--- src/design/pwdp_pkg.sv ---
// Package for the pulse-width distance front end: widths, codes, reset values,
// the lane structs and the scale-by-ten helper. No dependencies.
package pwdp_pkg;

  // Field and datapath widths.
  localparam int NUM_CHANNELS_DEF = 2;
  localparam int OP_W        = 2;
  localparam int CNT_W       = 16;
  localparam int PERIOD_W    = 17;
  localparam int DIST_W      = 14;
  localparam int SCALED_W    = 18;
  localparam int PROD_W      = 33;
  localparam int CFG_INDEX_W = 3;
  localparam int CFG_DATA_W  = 17;

  // Divide by ten as multiply by a rounded-up reciprocal and shift.
  localparam int DIV_MUL_W   = 20;
  localparam int DIV_SHIFT   = 23;
  localparam int DIV_PROD_W  = SCALED_W + DIV_MUL_W;
  localparam logic [DIV_MUL_W-1:0] DIV10_MUL = 20'd838861;
  localparam logic [SCALED_W-1:0]  SCALE_STEP = 18'd10;

  localparam logic [CNT_W-1:0] CNT_MAX = 16'hFFFF;

  // Event codes.
  localparam logic [OP_W-1:0] OP_OVERFLOW = 2'd0;
  localparam logic [OP_W-1:0] OP_CAPTURE  = 2'd1;
  localparam logic [OP_W-1:0] OP_CHECK    = 2'd2;

  // Register indexes.
  localparam logic [CFG_INDEX_W-1:0] REG_TIMER_PERIOD  = 3'd0;
  localparam logic [CFG_INDEX_W-1:0] REG_MAX_DISTANCE  = 3'd1;
  localparam logic [CFG_INDEX_W-1:0] REG_WINDOW_LOW    = 3'd2;
  localparam logic [CFG_INDEX_W-1:0] REG_WINDOW_HIGH   = 3'd3;
  localparam logic [CFG_INDEX_W-1:0] REG_PRESENCE_HOLD = 3'd4;
  localparam logic [CFG_INDEX_W-1:0] REG_SIGNAL_TIMEOUT = 3'd5;

  // Register reset values.
  localparam logic [PERIOD_W-1:0] PERIOD_RESET   = 17'd65535;
  localparam logic [DIST_W-1:0]   DIST_RESET     = 14'd10000;
  localparam logic [DIST_W-1:0]   WIN_LOW_RESET  = 14'd1500;
  localparam logic [DIST_W-1:0]   WIN_HIGH_RESET = 14'd3000;
  localparam logic [CNT_W-1:0]    HOLD_RESET     = 16'd60;
  localparam logic [CNT_W-1:0]    TIMEOUT_RESET  = 16'd20;

  // Thresholds as seen by a lane; distances are held scaled by ten.
  typedef struct packed {
    logic [SCALED_W-1:0] low_lim;
    logic [SCALED_W-1:0] high_lim;
    logic [SCALED_W-1:0] max_scaled;
    logic [CNT_W-1:0]    hold_ticks;
    logic [CNT_W-1:0]    timeout_ticks;
  } lane_cfg_t;

  // Per-lane command for the current beat.
  typedef struct packed {
    logic                overflow;
    logic                capture;
    logic                check;
    logic [CNT_W-1:0]    capture_value;
    logic [SCALED_W-1:0] measured_dist;
  } lane_cmd_t;

  // Lane state seen by the shared datapath, and the status after this beat.
  typedef struct packed {
    logic                expect_falling;
    logic [CNT_W-1:0]    start_time;
    logic [CNT_W-1:0]    overflow_count;
    logic [SCALED_W-1:0] dist_next;
    logic                present_next;
  } lane_view_t;

  // Distance times ten, built from shifts.
  function automatic logic [SCALED_W-1:0] scale10(input logic [DIST_W-1:0] d);
    logic [SCALED_W-1:0] w;
    w = SCALED_W'(d);
    return (w << 3) + (w << 1);
  endfunction

endpackage

--- src/design/pwdp_lane.sv ---
// One sensor channel: capture state, presence detector and no-signal watchdog.
// Depends on pwdp_pkg for widths and the lane structs.
module pwdp_lane (
  input  logic                  clk,
  input  logic                  rst,
  input  pwdp_pkg::lane_cfg_t   cfg,
  input  pwdp_pkg::lane_cmd_t   cmd,
  output pwdp_pkg::lane_view_t  view
);

  logic                          expect_falling, expect_falling_next;
  logic [pwdp_pkg::CNT_W-1:0]    start_time, start_time_next;
  logic [pwdp_pkg::CNT_W-1:0]    overflow_count, overflow_count_next;
  logic [pwdp_pkg::SCALED_W-1:0] scaled_dist, scaled_dist_next;
  logic                          present, present_next;
  logic [pwdp_pkg::CNT_W-1:0]    presence_timer, presence_timer_next;
  logic [pwdp_pkg::CNT_W-1:0]    no_signal_timer, no_signal_timer_next;

  logic                       in_win;
  logic [pwdp_pkg::CNT_W-1:0] ptimer_inc, ptimer_step, nsig_inc;

  // Window test on the scaled distance, and the saturating timer steps.
  assign in_win = (scaled_dist >= cfg.low_lim) && (scaled_dist < cfg.high_lim);
  assign ptimer_inc = (presence_timer == pwdp_pkg::CNT_MAX) ? presence_timer
                      : presence_timer + pwdp_pkg::CNT_W'(1);
  assign ptimer_step = in_win ? '0 : ptimer_inc;
  assign nsig_inc = (no_signal_timer == pwdp_pkg::CNT_MAX) ? no_signal_timer
                    : no_signal_timer + pwdp_pkg::CNT_W'(1);

  // Next state for the events that address this lane; an overflow event reaches every lane.
  always_comb begin
    expect_falling_next  = expect_falling;
    start_time_next      = start_time;
    overflow_count_next  = overflow_count;
    scaled_dist_next     = scaled_dist;
    present_next         = present;
    presence_timer_next  = presence_timer;
    no_signal_timer_next = no_signal_timer;

    if (cmd.overflow) begin
      if (overflow_count != pwdp_pkg::CNT_MAX) begin
        overflow_count_next = overflow_count + pwdp_pkg::CNT_W'(1);
      end
    end

    if (cmd.capture) begin
      if (!expect_falling) begin
        start_time_next     = cmd.capture_value;
        overflow_count_next = '0;
        expect_falling_next = 1'b1;
      end else begin
        scaled_dist_next     = cmd.measured_dist;
        no_signal_timer_next = '0;
        expect_falling_next  = 1'b0;
      end
    end

    if (cmd.check) begin
      // Presence uses the distance from before the watchdog acts.
      if (present || in_win) begin
        if (ptimer_step >= cfg.hold_ticks) begin
          present_next        = 1'b0;
          presence_timer_next = '0;
        end else begin
          present_next        = 1'b1;
          presence_timer_next = ptimer_step;
        end
      end
      if (nsig_inc >= cfg.timeout_ticks) begin
        scaled_dist_next     = cfg.max_scaled;
        no_signal_timer_next = '0;
      end else begin
        no_signal_timer_next = nsig_inc;
      end
    end
  end

  // State registers.
  always_ff @(posedge clk) begin
    if (rst) begin
      expect_falling  <= 1'b0;
      start_time      <= '0;
      overflow_count  <= '0;
      scaled_dist     <= pwdp_pkg::scale10(pwdp_pkg::DIST_RESET);
      present         <= 1'b0;
      presence_timer  <= '0;
      no_signal_timer <= '0;
    end else begin
      expect_falling  <= expect_falling_next;
      start_time      <= start_time_next;
      overflow_count  <= overflow_count_next;
      scaled_dist     <= scaled_dist_next;
      present         <= present_next;
      presence_timer  <= presence_timer_next;
      no_signal_timer <= no_signal_timer_next;
    end
  end

  assign view.expect_falling = expect_falling;
  assign view.start_time     = start_time;
  assign view.overflow_count = overflow_count;
  assign view.dist_next      = scaled_dist_next;
  assign view.present_next   = present_next;

endmodule

--- config.mk ---
export PLATFORM = sky130hd
export DESIGN_NAME = pwdp_lane
export DESIGN_NICKNAME = d
export VERILOG_FILES = /design/src/design/pwdp_pkg.sv /design/src/design/pwdp_lane.sv
export SDC_FILE = /design/constraint.sdc
export NUM_CORES = 1
export LEC_CHECK = 0
export BUFFER_PORTS_ARGS = -buffer_cell sky130_fd_sc_hd__buf_4
export CORE_MARGIN = 2
export CORE_UTILIZATION = 45
export DETAILED_ROUTE_END_ITERATION = 8
export PLACE_DENSITY = 0.81
export SETUP_SLACK_MARGIN = 0.1
export SLEW_MARGIN = 25
export SYNTH_ARGS = -nofsm -noshare
export SYNTH_HDL_FRONTEND = slang
export SYNTH_SLANG_ARGS = --single-unit
--- constraint.sdc ---
create_clock -name clk -period 4.9 [get_ports clk]
set_input_delay 0.735 -clock clk [delete_from_list [all_inputs] [get_ports clk]]
set_output_delay 0.735 -clock clk [all_outputs]
set_load 0.05 [all_outputs]
* After elaboration in Yosys (flattened, before gate mapping)
Cells that the tools add are included.
** Cells by class
- Add/subtract/negate cells :: 3
- $lt $le $gt $ge :: 4
- Equal/unequal tests :: 3
- Muxes and demuxes :: 20
- Bitwise operators :: 1
- Reductions and logical operators :: 7
** Operator list (number)
- 16-bit 2-to-1 mux :: 12
- 18-bit 2-to-1 mux :: 4
- 16-bit by 1-bit adder with 16-bit output (second input constant) :: 3
- 16-bit == test (second input constant) :: 2
- 16-bit greater-or-equal comparator :: 2
- 18-bit greater-or-equal comparator :: 1
- 18-bit < comparator :: 1
- 16-bit != test (second input constant) :: 1
- 2-bit AND reduction :: 3
- 1-bit 2-to-1 mux :: 4
- 2-bit nonzero test :: 2
- 1-bit logical AND :: 1
- 1-bit logical OR :: 1
- 1-bit inverter :: 1
** Word-level totals
- Flip-flop bits (word level) :: 84
- Output and inout bits :: 52
- Word-level logic and storage cells :: 45

* Longest topological paths before layout
Gate-level depths: netlist of the first run.
- Depth after elaboration :: 7
- Mapped depth :: 18
- Depth with buffers taken out :: 16

* Worst setup path after synthesis of the first run
OpenSTA, ideal clock, no wires.
- Kind :: register -> output
- Start point :: reg no_signal_timer[0] (netlist bit)
- End point :: out view[12] (netlist bit)
- Arrival time :: 4016 ps
- Required time :: 4165 ps
- Slack :: 149 ps
- Cell stages (with the launch flop) :: 17
- Path through :: dfxtp_1 ha_1 nand3_1 nor4_2 a31oi_1 nor3b_1 or2_2 ha_1 a21o_1 a21o_1 a211oi_1 o2bb2ai_1 o21ai_2 buf_4 buf_6 nor2_1 a21oi_1
** RTL lines
- start, declared :: RTL line pwdp_lane.sv:17 : logic [pwdp_pkg::CNT_W-1:0] no_signal_timer, no_signal_timer_next;
- start signal, assigned :: RTL line pwdp_lane.sv:95 : no_signal_timer <= no_signal_timer_next;
- end, declared :: RTL line pwdp_lane.sv:8 : output pwdp_pkg::lane_view_t view

==> metrics, run 1 <==
status completed; share of the synthesized area in the top cell type 0.278; NumNets Final 1143; Syn Inst Count 770; clock sinks 84; DR pass1 iterations 5; total track usage 0.233; Final period util 0.963; Post-synth EDFFs 0; Hold Path End start_time[10]; Synth Cell Area 6060 um2; initial antenna violation count 0; Core Rows 42; hold_sp start_time[10]; setup tns final 0 ns; Routability Congestion 0.870; FF-to-FF Start scaled_dist[7]; Post-CTS Hold Buffers 0; Seq/Total Area, Yosys 0.278; WP data arrival 3.98 ns; Initial Utilization 0.459; worst-path fanout max 6; power consumption 1.79 mW; fin worst setup slack 0.182 ns; fin area 8290 um2; final max-slew violation count 0; Worst R2R Setup Slack 0.88 ns; RSZ-0062 raised after global routing yes; Syn Nets 965; CTS buffer count 9; critical path class flip-flop to output pin; Skew-Pair Late Insertion Delay 0.35 ns; # setup viols final 0; Worst Reg2Reg Path Length in Cells 15; relative slew slack 0.527; Syn. warnings 0; Synth area leader dfxtp_1; synthesis-to-layout area growth 36.9%; Die Y 120 um; Max Fclk 0.212 GHz; Starting DRT DRC Count 300; capturing point of the worst reg2reg path presence_timer[11]; via count 6214; largest cells by area after synthesis dfxtp_1 28%, ha_1 14%, a21oi_1 5.5%; share of post-route cells with drive strength above 1 0.293; Avg Inst Size Synth 7.87 um2; Synth Register Bits 84; most used cell, CP nand4_1; CP required 4.16 ns; Clk Tree Root Cell clkbuf_16; max-cap violations 0; Netlist cell types 63; drc violations 0; Hold WC Path Type flip-flop to flip-flop; ANT cells 0; Die ar. 14400 um2; clock buffer depth 2; total core area 13200 um2; Clock Pin Slew Worst Setup and Hold Paths 0.07 ns; Fin. Hold Viols 0; # fillers 1129; io pins 177; post-place setup slack 0.123 ns; worst path cell trace nand4_1 > buf_4 > nor2_2 > nand4_1 > nor2_1 > mux2_2 > ha_1 > nand4_1 > a2111oi_4 > o2bb2ai_4 > o21ai_4 > bufbuf_16 > nor2_1 > a21oi_1 > buf_4; Tmin final 4.72 ns; DRT Wirelength 17300 um; ys flop type dfxtp_1; most common cell in the netlist inv_1; Max VDD drop 0.000200 V; pwr dens 216 nW/um2; DIE WIDTH 120 um; Vias/cell 5.50; Placed Area 7480 um2; Crit-path slowest cell dfxtp_4; Hold Crit Depth 2; most frequent cells after synthesis 87 x inv_1, 84 x dfxtp_1, 76 x nand2_1; Setup crit end kind output pin; total number of H-tree levels 3; Clock Skew 0.00669 ns; gr ovfl total 0; slew at the pin closest to its max-slew limit 0.709 ns; Largest stage delay, worst path 0.38 ns; dpl hpwl 12000 um; P_leak 4.07 nW; Final Util 0.629; DR WL/cell 15.4 um; share of flip-flops with an asynchronous set or reset 0; type of origin of the critical path flip-flop; TritonCTS clock tree built; largest net degree at the start of global routing 56; vias in the first global route 5778; DRT antenna net count 0; Port-buffer cells 176; first-pass GRT wire length 27300 um
## area by class of cell
type	instances	area [um2]	area share
multi-input combinational	565	4110	0.496
sequential	84	1700	0.205
timing repair buffer	200	1630	0.197
inverter	88	333	0.0401
clock buffer	10	229	0.0276
tap	176	220	0.0266
clock inverter	6	71.3	0.00860
## report_power, final
group / leakage [nW] / internal [mW] / switching [mW]
combinational: 3.25 / 0.168 / 0.215
sequential: 0.685 / 0.699 / 0.0194
clock: 0.140 / 0.400 / 0.292
total: 4.07 / 1.27 / 0.527
## registers in the layout (all words and copies together) (netlist names)
register	cells
expect_falling	1
no_signal_timer	16
overflow_count	16
presence_timer	16
present	1
scaled_dist	18
start_time	16
## worst max path at each step
| stage | startpoint | endpoint | slack [ns] |
|---|---|---|---|
| floorplan | no_signal_timer[0] | view[12] | 0.15 |
| global placement | cfg[57] | view[0] | 0.20 |
| detailed placement | cfg[57] | view[0] | 0.12 |
| CTS | no_signal_timer[4] | view[17] | 0.11 |
| global route | no_signal_timer[5] | view[12] | -0.03 |
| finish | no_signal_timer[5] | view[12] | 0.18 |
## worst max-delay path, delay by kind of cell, from the launching register on
kind	cells	cell delay (ns)
compound gates	4	0.69
simple gates	6	1.16
mux	1	0.37
flops	1	0.38
fa+ha+maj	1	0.32
buf+inv	3	0.71
## logic make-up after synthesis
group,synth area share
and+or+nand+nor,0.219
xor gates and xnor gates,0.0347
buffers and inverters,0.0832
adders and majority gates,0.145
AOI/OAI and AO/OA,0.190
muxes,0.0510
DFF,0.278
## through the flow
stage,std cells,hold WS (ns)
floorplan,770,0.459
CTS,1116,0.458
finish,1129,0.456
detailed placement,1094,0.448
global placement,1094,0.442
global route,1129,0.482
## metal layers
| metal | vias to the layer above | share of wire | GRT usage |
|---|---|---|---|
| met5 | - | 0 | 0 |
| met4 | 0 | 0.019 | 0.0743 |
| met3 | 33 | 0.078 | 0.0632 |
| met2 | 232 | 0.49 | 0.402 |
| met1 | 2881 | 0.42 | 0.282 |
| li1 | 3068 | - | - |
## timing repair
item | in CTS | in global routing
cloned | 3 | 1
setup buffers | 3 | 12
setup endpoints to repair | 18 | 19
pin swaps | 6 | 16
resized for setup | 23 | 31
## placed cells by master, fill, tap and decap left out, types with 4 or more instances in the layout
| cell | synthesis | layout |
|---|---|---|
| dfxtp_1 | 84 | 78 |
| a22oi_1 | 6 | 6 |
| a211oi_1 | 23 | 18 |
| xor2_1 | 18 | 18 |
| o21ai_0 | 17 | 17 |
| ha_4 | 0 | 5 |
| nand3_1 | 36 | 34 |
| ha_1 | 70 | 64 |
| a21o_1 | 12 | 12 |
| a221o_1 | 6 | 6 |
| inv_1 | 87 | 87 |
| and2_1 | 4 | 4 |
| a31oi_1 | 8 | 7 |
| mux2i_1 | 23 | 23 |
| buf_4 | 5 | 188 |
| nand4_1 | 25 | 25 |
| a21oi_1 | 66 | 64 |
| and3_1 | 5 | 5 |
| nor3_1 | 12 | 12 |
| clkbuf_16 | 0 | 10 |
| a211oi_2 | 0 | 5 |
| or2_2 | 7 | 7 |
| mux2_2 | 7 | 7 |
| nand2_1 | 76 | 75 |
| nor2_2 | 1 | 6 |
| a22o_1 | 8 | 8 |
| nand2b_1 | 17 | 17 |
| nor2_1 | 71 | 66 |
| buf_6 | 3 | 6 |
| xnor2_1 | 6 | 6 |
Power figures use the tool's default switching activity.
==> run 2: changes to the inputs <==
--- a/config.mk
+++ b/config.mk
@@ -9,6 +9,7 @@
 export CORE_MARGIN = 2
 export CORE_UTILIZATION = 45
 export DETAILED_ROUTE_END_ITERATION = 8
+export GPL_TIMING_DRIVEN = 1
 export PLACE_DENSITY = 0.81
 export SETUP_SLACK_MARGIN = 0.1
 export SLEW_MARGIN = 25
==> constraint.sdc (replaced) <==
create_clock -name clk -period 5.3 [get_ports clk]
set_input_delay 0.795 -clock clk [delete_from_list [all_inputs] [get_ports clk]]
set_output_delay 0.795 -clock clk [all_outputs]
set_load 0.05 [all_outputs]
==> run 2 against run 1 <==
Against the previous run: power down 8.6%; register-to-register slack better by 0.44 ns; combinational power decreased by 12%; core utilization decreased by 3.2 points; via count down 3.7%; non-clock buffer count down 13; clock skew up 0.00095 ns; critical path depth rose by 2; sequential power fell by 7.6%; cell count down 1.2%; critical path type unchanged; highest routed layer unchanged.
==> metrics, run 2 (synthesis gave the netlist of run 1 again) <==
worst path cell trace ha_2 > nand3_2 > nor4_4 > a31oi_2 > nor3b_1 > or2_2 > ha_1 > a21o_1 > a21o_1 > a211oi_2 > o2bb2ai_2 > o21ai_4 > buf_12 > buf_4 > nor2_1 > a21oi_1 > buf_4; post-placement cell count 1097 (+0.27%); io pins 177 (unchanged); slew at the pin closest to its max-slew limit 0.972 ns (+0.263 ns); Max VDD drop 0.000267 V (+33%); DRT antenna net count 0 (unchanged); setup tns final 0 ns (unchanged); TritonCTS clock tree built; Core Rows 42 (unchanged); Die Y 120 um (unchanged); Worst Reg2Reg Path Length in Cells 16 (+1); Finished Layout Cells 1116 (-1.2%); Largest stage delay, worst path 0.40 ns (+0.02 ns); Fin. Hold Viols 0 (unchanged); Max Fclk 0.202 GHz; NumNets Final 1130 (-1.1%); gr ovfl total 0 (unchanged); CP Buf/Inv Count 3 (unchanged); clock sinks 84 (unchanged); # setup viols final 0 (unchanged); synthesis-to-layout area growth 30.0%; relative slew slack 0.350 (-0.176); share of post-route cells with drive strength above 1 0.253 (-0.0396); Crit-path slowest cell dfxtp_1; vias in the first global route 5724 (-0.93%); Die ar. 14400 um2 (unchanged); Clock Skew 0.00764 ns (+0.000951 ns); initial antenna violation count 0 (unchanged); Worst R2R Setup Slack 1.32 ns (+0.44 ns); drc violations 0 (unchanged); Worst Setup EP view[12]; ANT cells 0 (unchanged); Tmin final 4.96 ns; power consumption 1.64 mW (-8.6%); Clock Pin Slew Worst Setup and Hold Paths 0.07 ns (about the same); worst setup path start no_signal_timer[1]; Initial Utilization 0.459 (unchanged); capturing point of the worst reg2reg path presence_timer[8]; status completed; DIE WIDTH 120 um (unchanged); dpl hpwl 12400 um (+2.8%); FF-to-FF Start scaled_dist[0]; Starting DRT DRC Count 274 (-8.7%); final max-slew violation count 0 (unchanged); type of origin of the critical path flip-flop; Stages on worst setup path 17 (+2); RSZ-0062 raised after global routing no; Top reg by flops scaled_dist; clock buffer depth 2 (unchanged); critical path class flip-flop to output pin; Skew-Pair Late Insertion Delay 0.34 ns (about the same); max-cap violations 0 (unchanged); total core area 13200 um2 (unchanged); DR pass1 iterations 7 (+2); CTS buffer count 9 (unchanged); max reg flops 18 (unchanged); Vias/cell 5.36 (-2.6%); Routability Congestion 0.905 (+4.0%); # fillers 1230 (+8.9%); first-pass GRT wire length 26100 um (-4.5%); CP delay by family, top compound AO/OA/AOI/OAI gates; commonest non-fill, non-tap cell in the layout buf_4; hold_ws 0.455 ns (-0.000830 ns); Hold WC Path Type flip-flop to flip-flop; largest net degree at the start of global routing 56 (unchanged); worst-path fanout max 15 (+9); hold_sp start_time[10]; DR WL/cell 14.4 um (-6.5%); CP required 4.51 ns (+0.35 ns); Setup crit end kind output pin; total track usage 0.222 (-0.0118); Port-buffer cells 176 (unchanged); DRT Wirelength 16000 um (-7.5%); total number of H-tree levels 3 (unchanged); commonest non-fill, non-tap cells in the layout 186 x buf_4, 87 x inv_1, 83 x dfxtp_1; via count 5981 (-3.7%); Clk Tree Root Cell clkbuf_16; Final period util 0.935; pwr dens 208 nW/um2 (-3.8%); WP data arrival 4.16 ns (+0.18 ns); P_leak 3.92 nW (-3.7%); Post-CTS Hold Buffers 0 (unchanged)
==> run 2: cell types whose count changed in the layout (fill, tap and decap cells not counted), sizes merged <==
cell,change
buf,-10
bufbuf,-2
clkbuf,-1
clkinv,-1
inv,+1
==> run 2: final cells by class <==
cell class,instances,area [um2],share of cell area
repair buffers,187,1420,0.180
clock buffers,10,229,0.0291
well taps,176,220,0.0280
multi-input cells,565,3920,0.498
flip-flops and latches,84,1680,0.214
clock inverters,6,71.3,0.00906
inverters,88,333,0.0423
==> run 2: per-layer routing <==
layer / global-route usage / routed length [um] / vias to the layer above
met5: 0 / 0 / -
met4: 0.0904 / 430 / 0
met3: 0.0608 / 1230 / 28
met2: 0.372 / 7550 / 216
met1: 0.267 / 6820 / 2707
li1: - / - / 3030
==> run 2: worst min-delay path by stage <==
stage	slack (ns)	depth (start not counted)	to
2_1_floorplan	0.46	2	no_signal_timer[11]
3_3_place_gp	0.44	2	start_time[14]
3_5_place_dp	0.45	2	start_time[10]
4_1_cts	0.46	2	start_time[10]
5_1_grt	0.47	2	start_time[10]
6_report	0.46	2	start_time[10]
==> run 2: repair_timing <==
item	CTS	global route
setup buffers	2	1
setup endpoints to repair	11	18
pin swaps	1	1
gates resized for setup	0	9
==> run 2: worst min-delay path, cell delays in order, from the launching register on <==
cell and delay [ns]:
dfxtp_1 0.31, nand2_1 0.05, a21oi_1 0.05
==> run 2: power breakdown <==
group	switching (mW)	internal (mW)	total, mW
sequential	0.0161	0.648	0.664
clock	0.268	0.370	0.639
combinational	0.191	0.146	0.337
total	0.476	1.16	1.64
==> run 2: metrics by stage <==
stage          setup slack [ns]  utilization  instance area (um2)
2_1_floorplan             0.489            -                 6060
3_3_place_gp              0.436        0.568                 7490
3_5_place_dp              0.374        0.568                 7490
4_1_cts                   0.203        0.593                 7820
5_1_grt                  0.0905        0.597                 7870
6_report                  0.343        0.597                 7870
==> run 3: changes to the inputs <==
==> constraint.sdc (replaced) <==
create_clock -name clk -period 5.6 [get_ports clk]
set_input_delay 0.84 -clock clk [delete_from_list [all_inputs] [get_ports clk]]
set_output_delay 0.84 -clock clk [all_outputs]
set_load 0.05 [all_outputs]
==> run 3 against run 2 <==
Against the previous run: combinational power fell by 6.8%; routed wire length fell by 2.2%; die area did not move; via count fell by 0.85%; first-iteration DRC count fell by 5.8%; power fell by 8.6%; global-route usage fell by 0.16 points; worst hold slack got worse by 0.0024 ns; critical path depth did not move; highest routed layer unchanged.
==> metrics, run 3 (synthesis gave the netlist of run 1 again) <==
fin area 7810 um2 (-0.83%); Post-CTS Hold Buffers 0 (unchanged); Initial Utilization 0.459 (unchanged); # setup viols final 0 (unchanged); post-placement cell count 1095 (-0.18%); DIE WIDTH 120 um (unchanged); Placed Area 7480 um2 (-0.20%); setup tns final 0 ns (unchanged); Finished Layout Cells 1114 (-0.18%); Tmin final 5.18 ns; total core area 13200 um2 (unchanged); fin worst setup slack 0.425 ns (+0.0815 ns); slew at the pin closest to its max-slew limit 0.679 ns (-0.293 ns); WP data arrival 4.34 ns (+0.18 ns); status completed; Top reg by flops scaled_dist; pwr dens 192 nW/um2 (-7.8%); total number of H-tree levels 3 (unchanged); total track usage 0.220 (-0.00156); ANT cells 0 (unchanged); power consumption 1.50 mW (-8.6%); relative slew slack 0.547 (+0.196); Clock Skew 0.00542 ns (-0.00222 ns); commonest non-fill, non-tap cells in the layout 184 x buf_4, 87 x inv_1, 84 x dfxtp_1; Clk Tree Root Cell clkbuf_16; DRT antenna net count 0 (unchanged); drc violations 0 (unchanged); TritonCTS clock tree built; Final period util 0.924; GR Util met1 0.275 (+0.00781); Setup crit end kind output pin; Core Rows 42 (unchanged); GRT met3 Usage 0.0437 (-0.0171); max-cap violations 0 (unchanged); share of post-route cells with drive strength above 1 0.245 (-0.00799); synthesis-to-layout area growth 28.9%; Vias/cell 5.32 (-0.67%); DRT Wirelength 15700 um (-2.2%); via count 5930 (-0.85%); Worst Reg2Reg Path Length in Cells 14 (-2); commonest non-fill, non-tap cell in the layout buf_4; max reg flops 18 (unchanged); FF-to-FF Start no_signal_timer[0]; Starting DRT DRC Count 258 (-5.8%); GR Layer Usage met2 0.374 (+0.00249); CTS buffer count 9 (unchanged); critical path class flip-flop to output pin; vias in the first global route 5614 (-1.9%); Final Util 0.592 (-0.00493); NumNets Final 1128 (-0.18%); post-place setup slack 0.555 ns (+0.181 ns); Hold Crit Depth 2 (unchanged); hold_sp start_time[10]; dpl hpwl 12000 um (-2.7%); DR WL/cell 14.1 um (-2.0%); Skew-Pair Late Insertion Delay 0.34 ns (about the same); largest net degree at the start of global routing 56 (unchanged); first-pass GRT wire length 25800 um (-0.85%); # fillers 1217 (-1.1%); Max VDD drop 0.000165 V (-38%); Clock Pin Slew Worst Setup and Hold Paths 0.06 ns (about the same); P_leak 3.90 nW (-0.56%); Fin. Hold Viols 0 (unchanged); worst-path fanout max 15 (unchanged); CP required 4.76 ns (+0.25 ns); DR pass1 iterations 5 (-2); clock buffer depth 2 (unchanged); gr ovfl total 0 (unchanged); Die ar. 14400 um2 (unchanged); clock sinks 84 (unchanged); Port-buffer cells 176 (unchanged); layer with the highest usage met2; Max Fclk 0.193 GHz; Die Y 120 um (unchanged); RSZ-0062 raised after global routing no; final max-slew violation count 0 (unchanged); worst setup path start no_signal_timer[0]; initial antenna violation count 0 (unchanged); type of origin of the critical path flip-flop; hold_ws 0.453 ns (-0.00245 ns); Routability Congestion 0.879 (-2.9%); io pins 177 (unchanged); Hold WC Path Type flip-flop to flip-flop
run 3: layout make-up:
type / count / area (um2) / share of cell area
clock buffers: 12 / 246 / 0.0316
clock inverters: 4 / 25.0 / 0.00320
inverters: 88 / 333 / 0.0426
multi-input cells: 565 / 3900 / 0.500
flip-flops and latches: 84 / 1680 / 0.215
well taps: 176 / 220 / 0.0282
repair buffers: 185 / 1400 / 0.179
run 3: final timing paths:
| kind | endpoint | slack (ns) |
|---|---|---|
| setup / recovery | view[18] | 0.42 |
| hold / removal | start_time[10] | 0.45 |
| setup reg to reg | no_signal_timer[9] | 1.56 |
| hold reg to reg | start_time[10] | 0.45 |
run 3: report_power, final:
part,switching [mW],internal [mW]
Sequential,0.0153,0.613
Combinational,0.178,0.136
Clock,0.245,0.312
run 3: repair_timing:
action / in CTS / in global routing
buffers inserted: 0 / 3
resized for setup: 0 / 3
setup endpoints to repair: 0 / 18
run 3: per-layer routing:
metal	vias up	wire length [um]
li1	3026	-
met1	2703	6900
met2	180	7450
met3	21	1060
met4	0	288
met5	-	0
run 3: worst max-delay path, cell delays in order, from the launching register on:
cell and delay [ns]:
dfxtp_1 0.42, ha_1 0.26, nand3_2 0.16, nor4_4 0.40, a31oi_2 0.20, nor3b_1 0.19, or2_2 0.28, ha_1 0.30
a21o_1 0.16, a21o_1 0.17, a211oi_1 0.24, o2bb2ai_1 0.19, o21ai_4 0.20, buf_12 0.17, buf_4 0.20, nor2_1 0.07
a21oi_1 0.15, buf_4 0.22
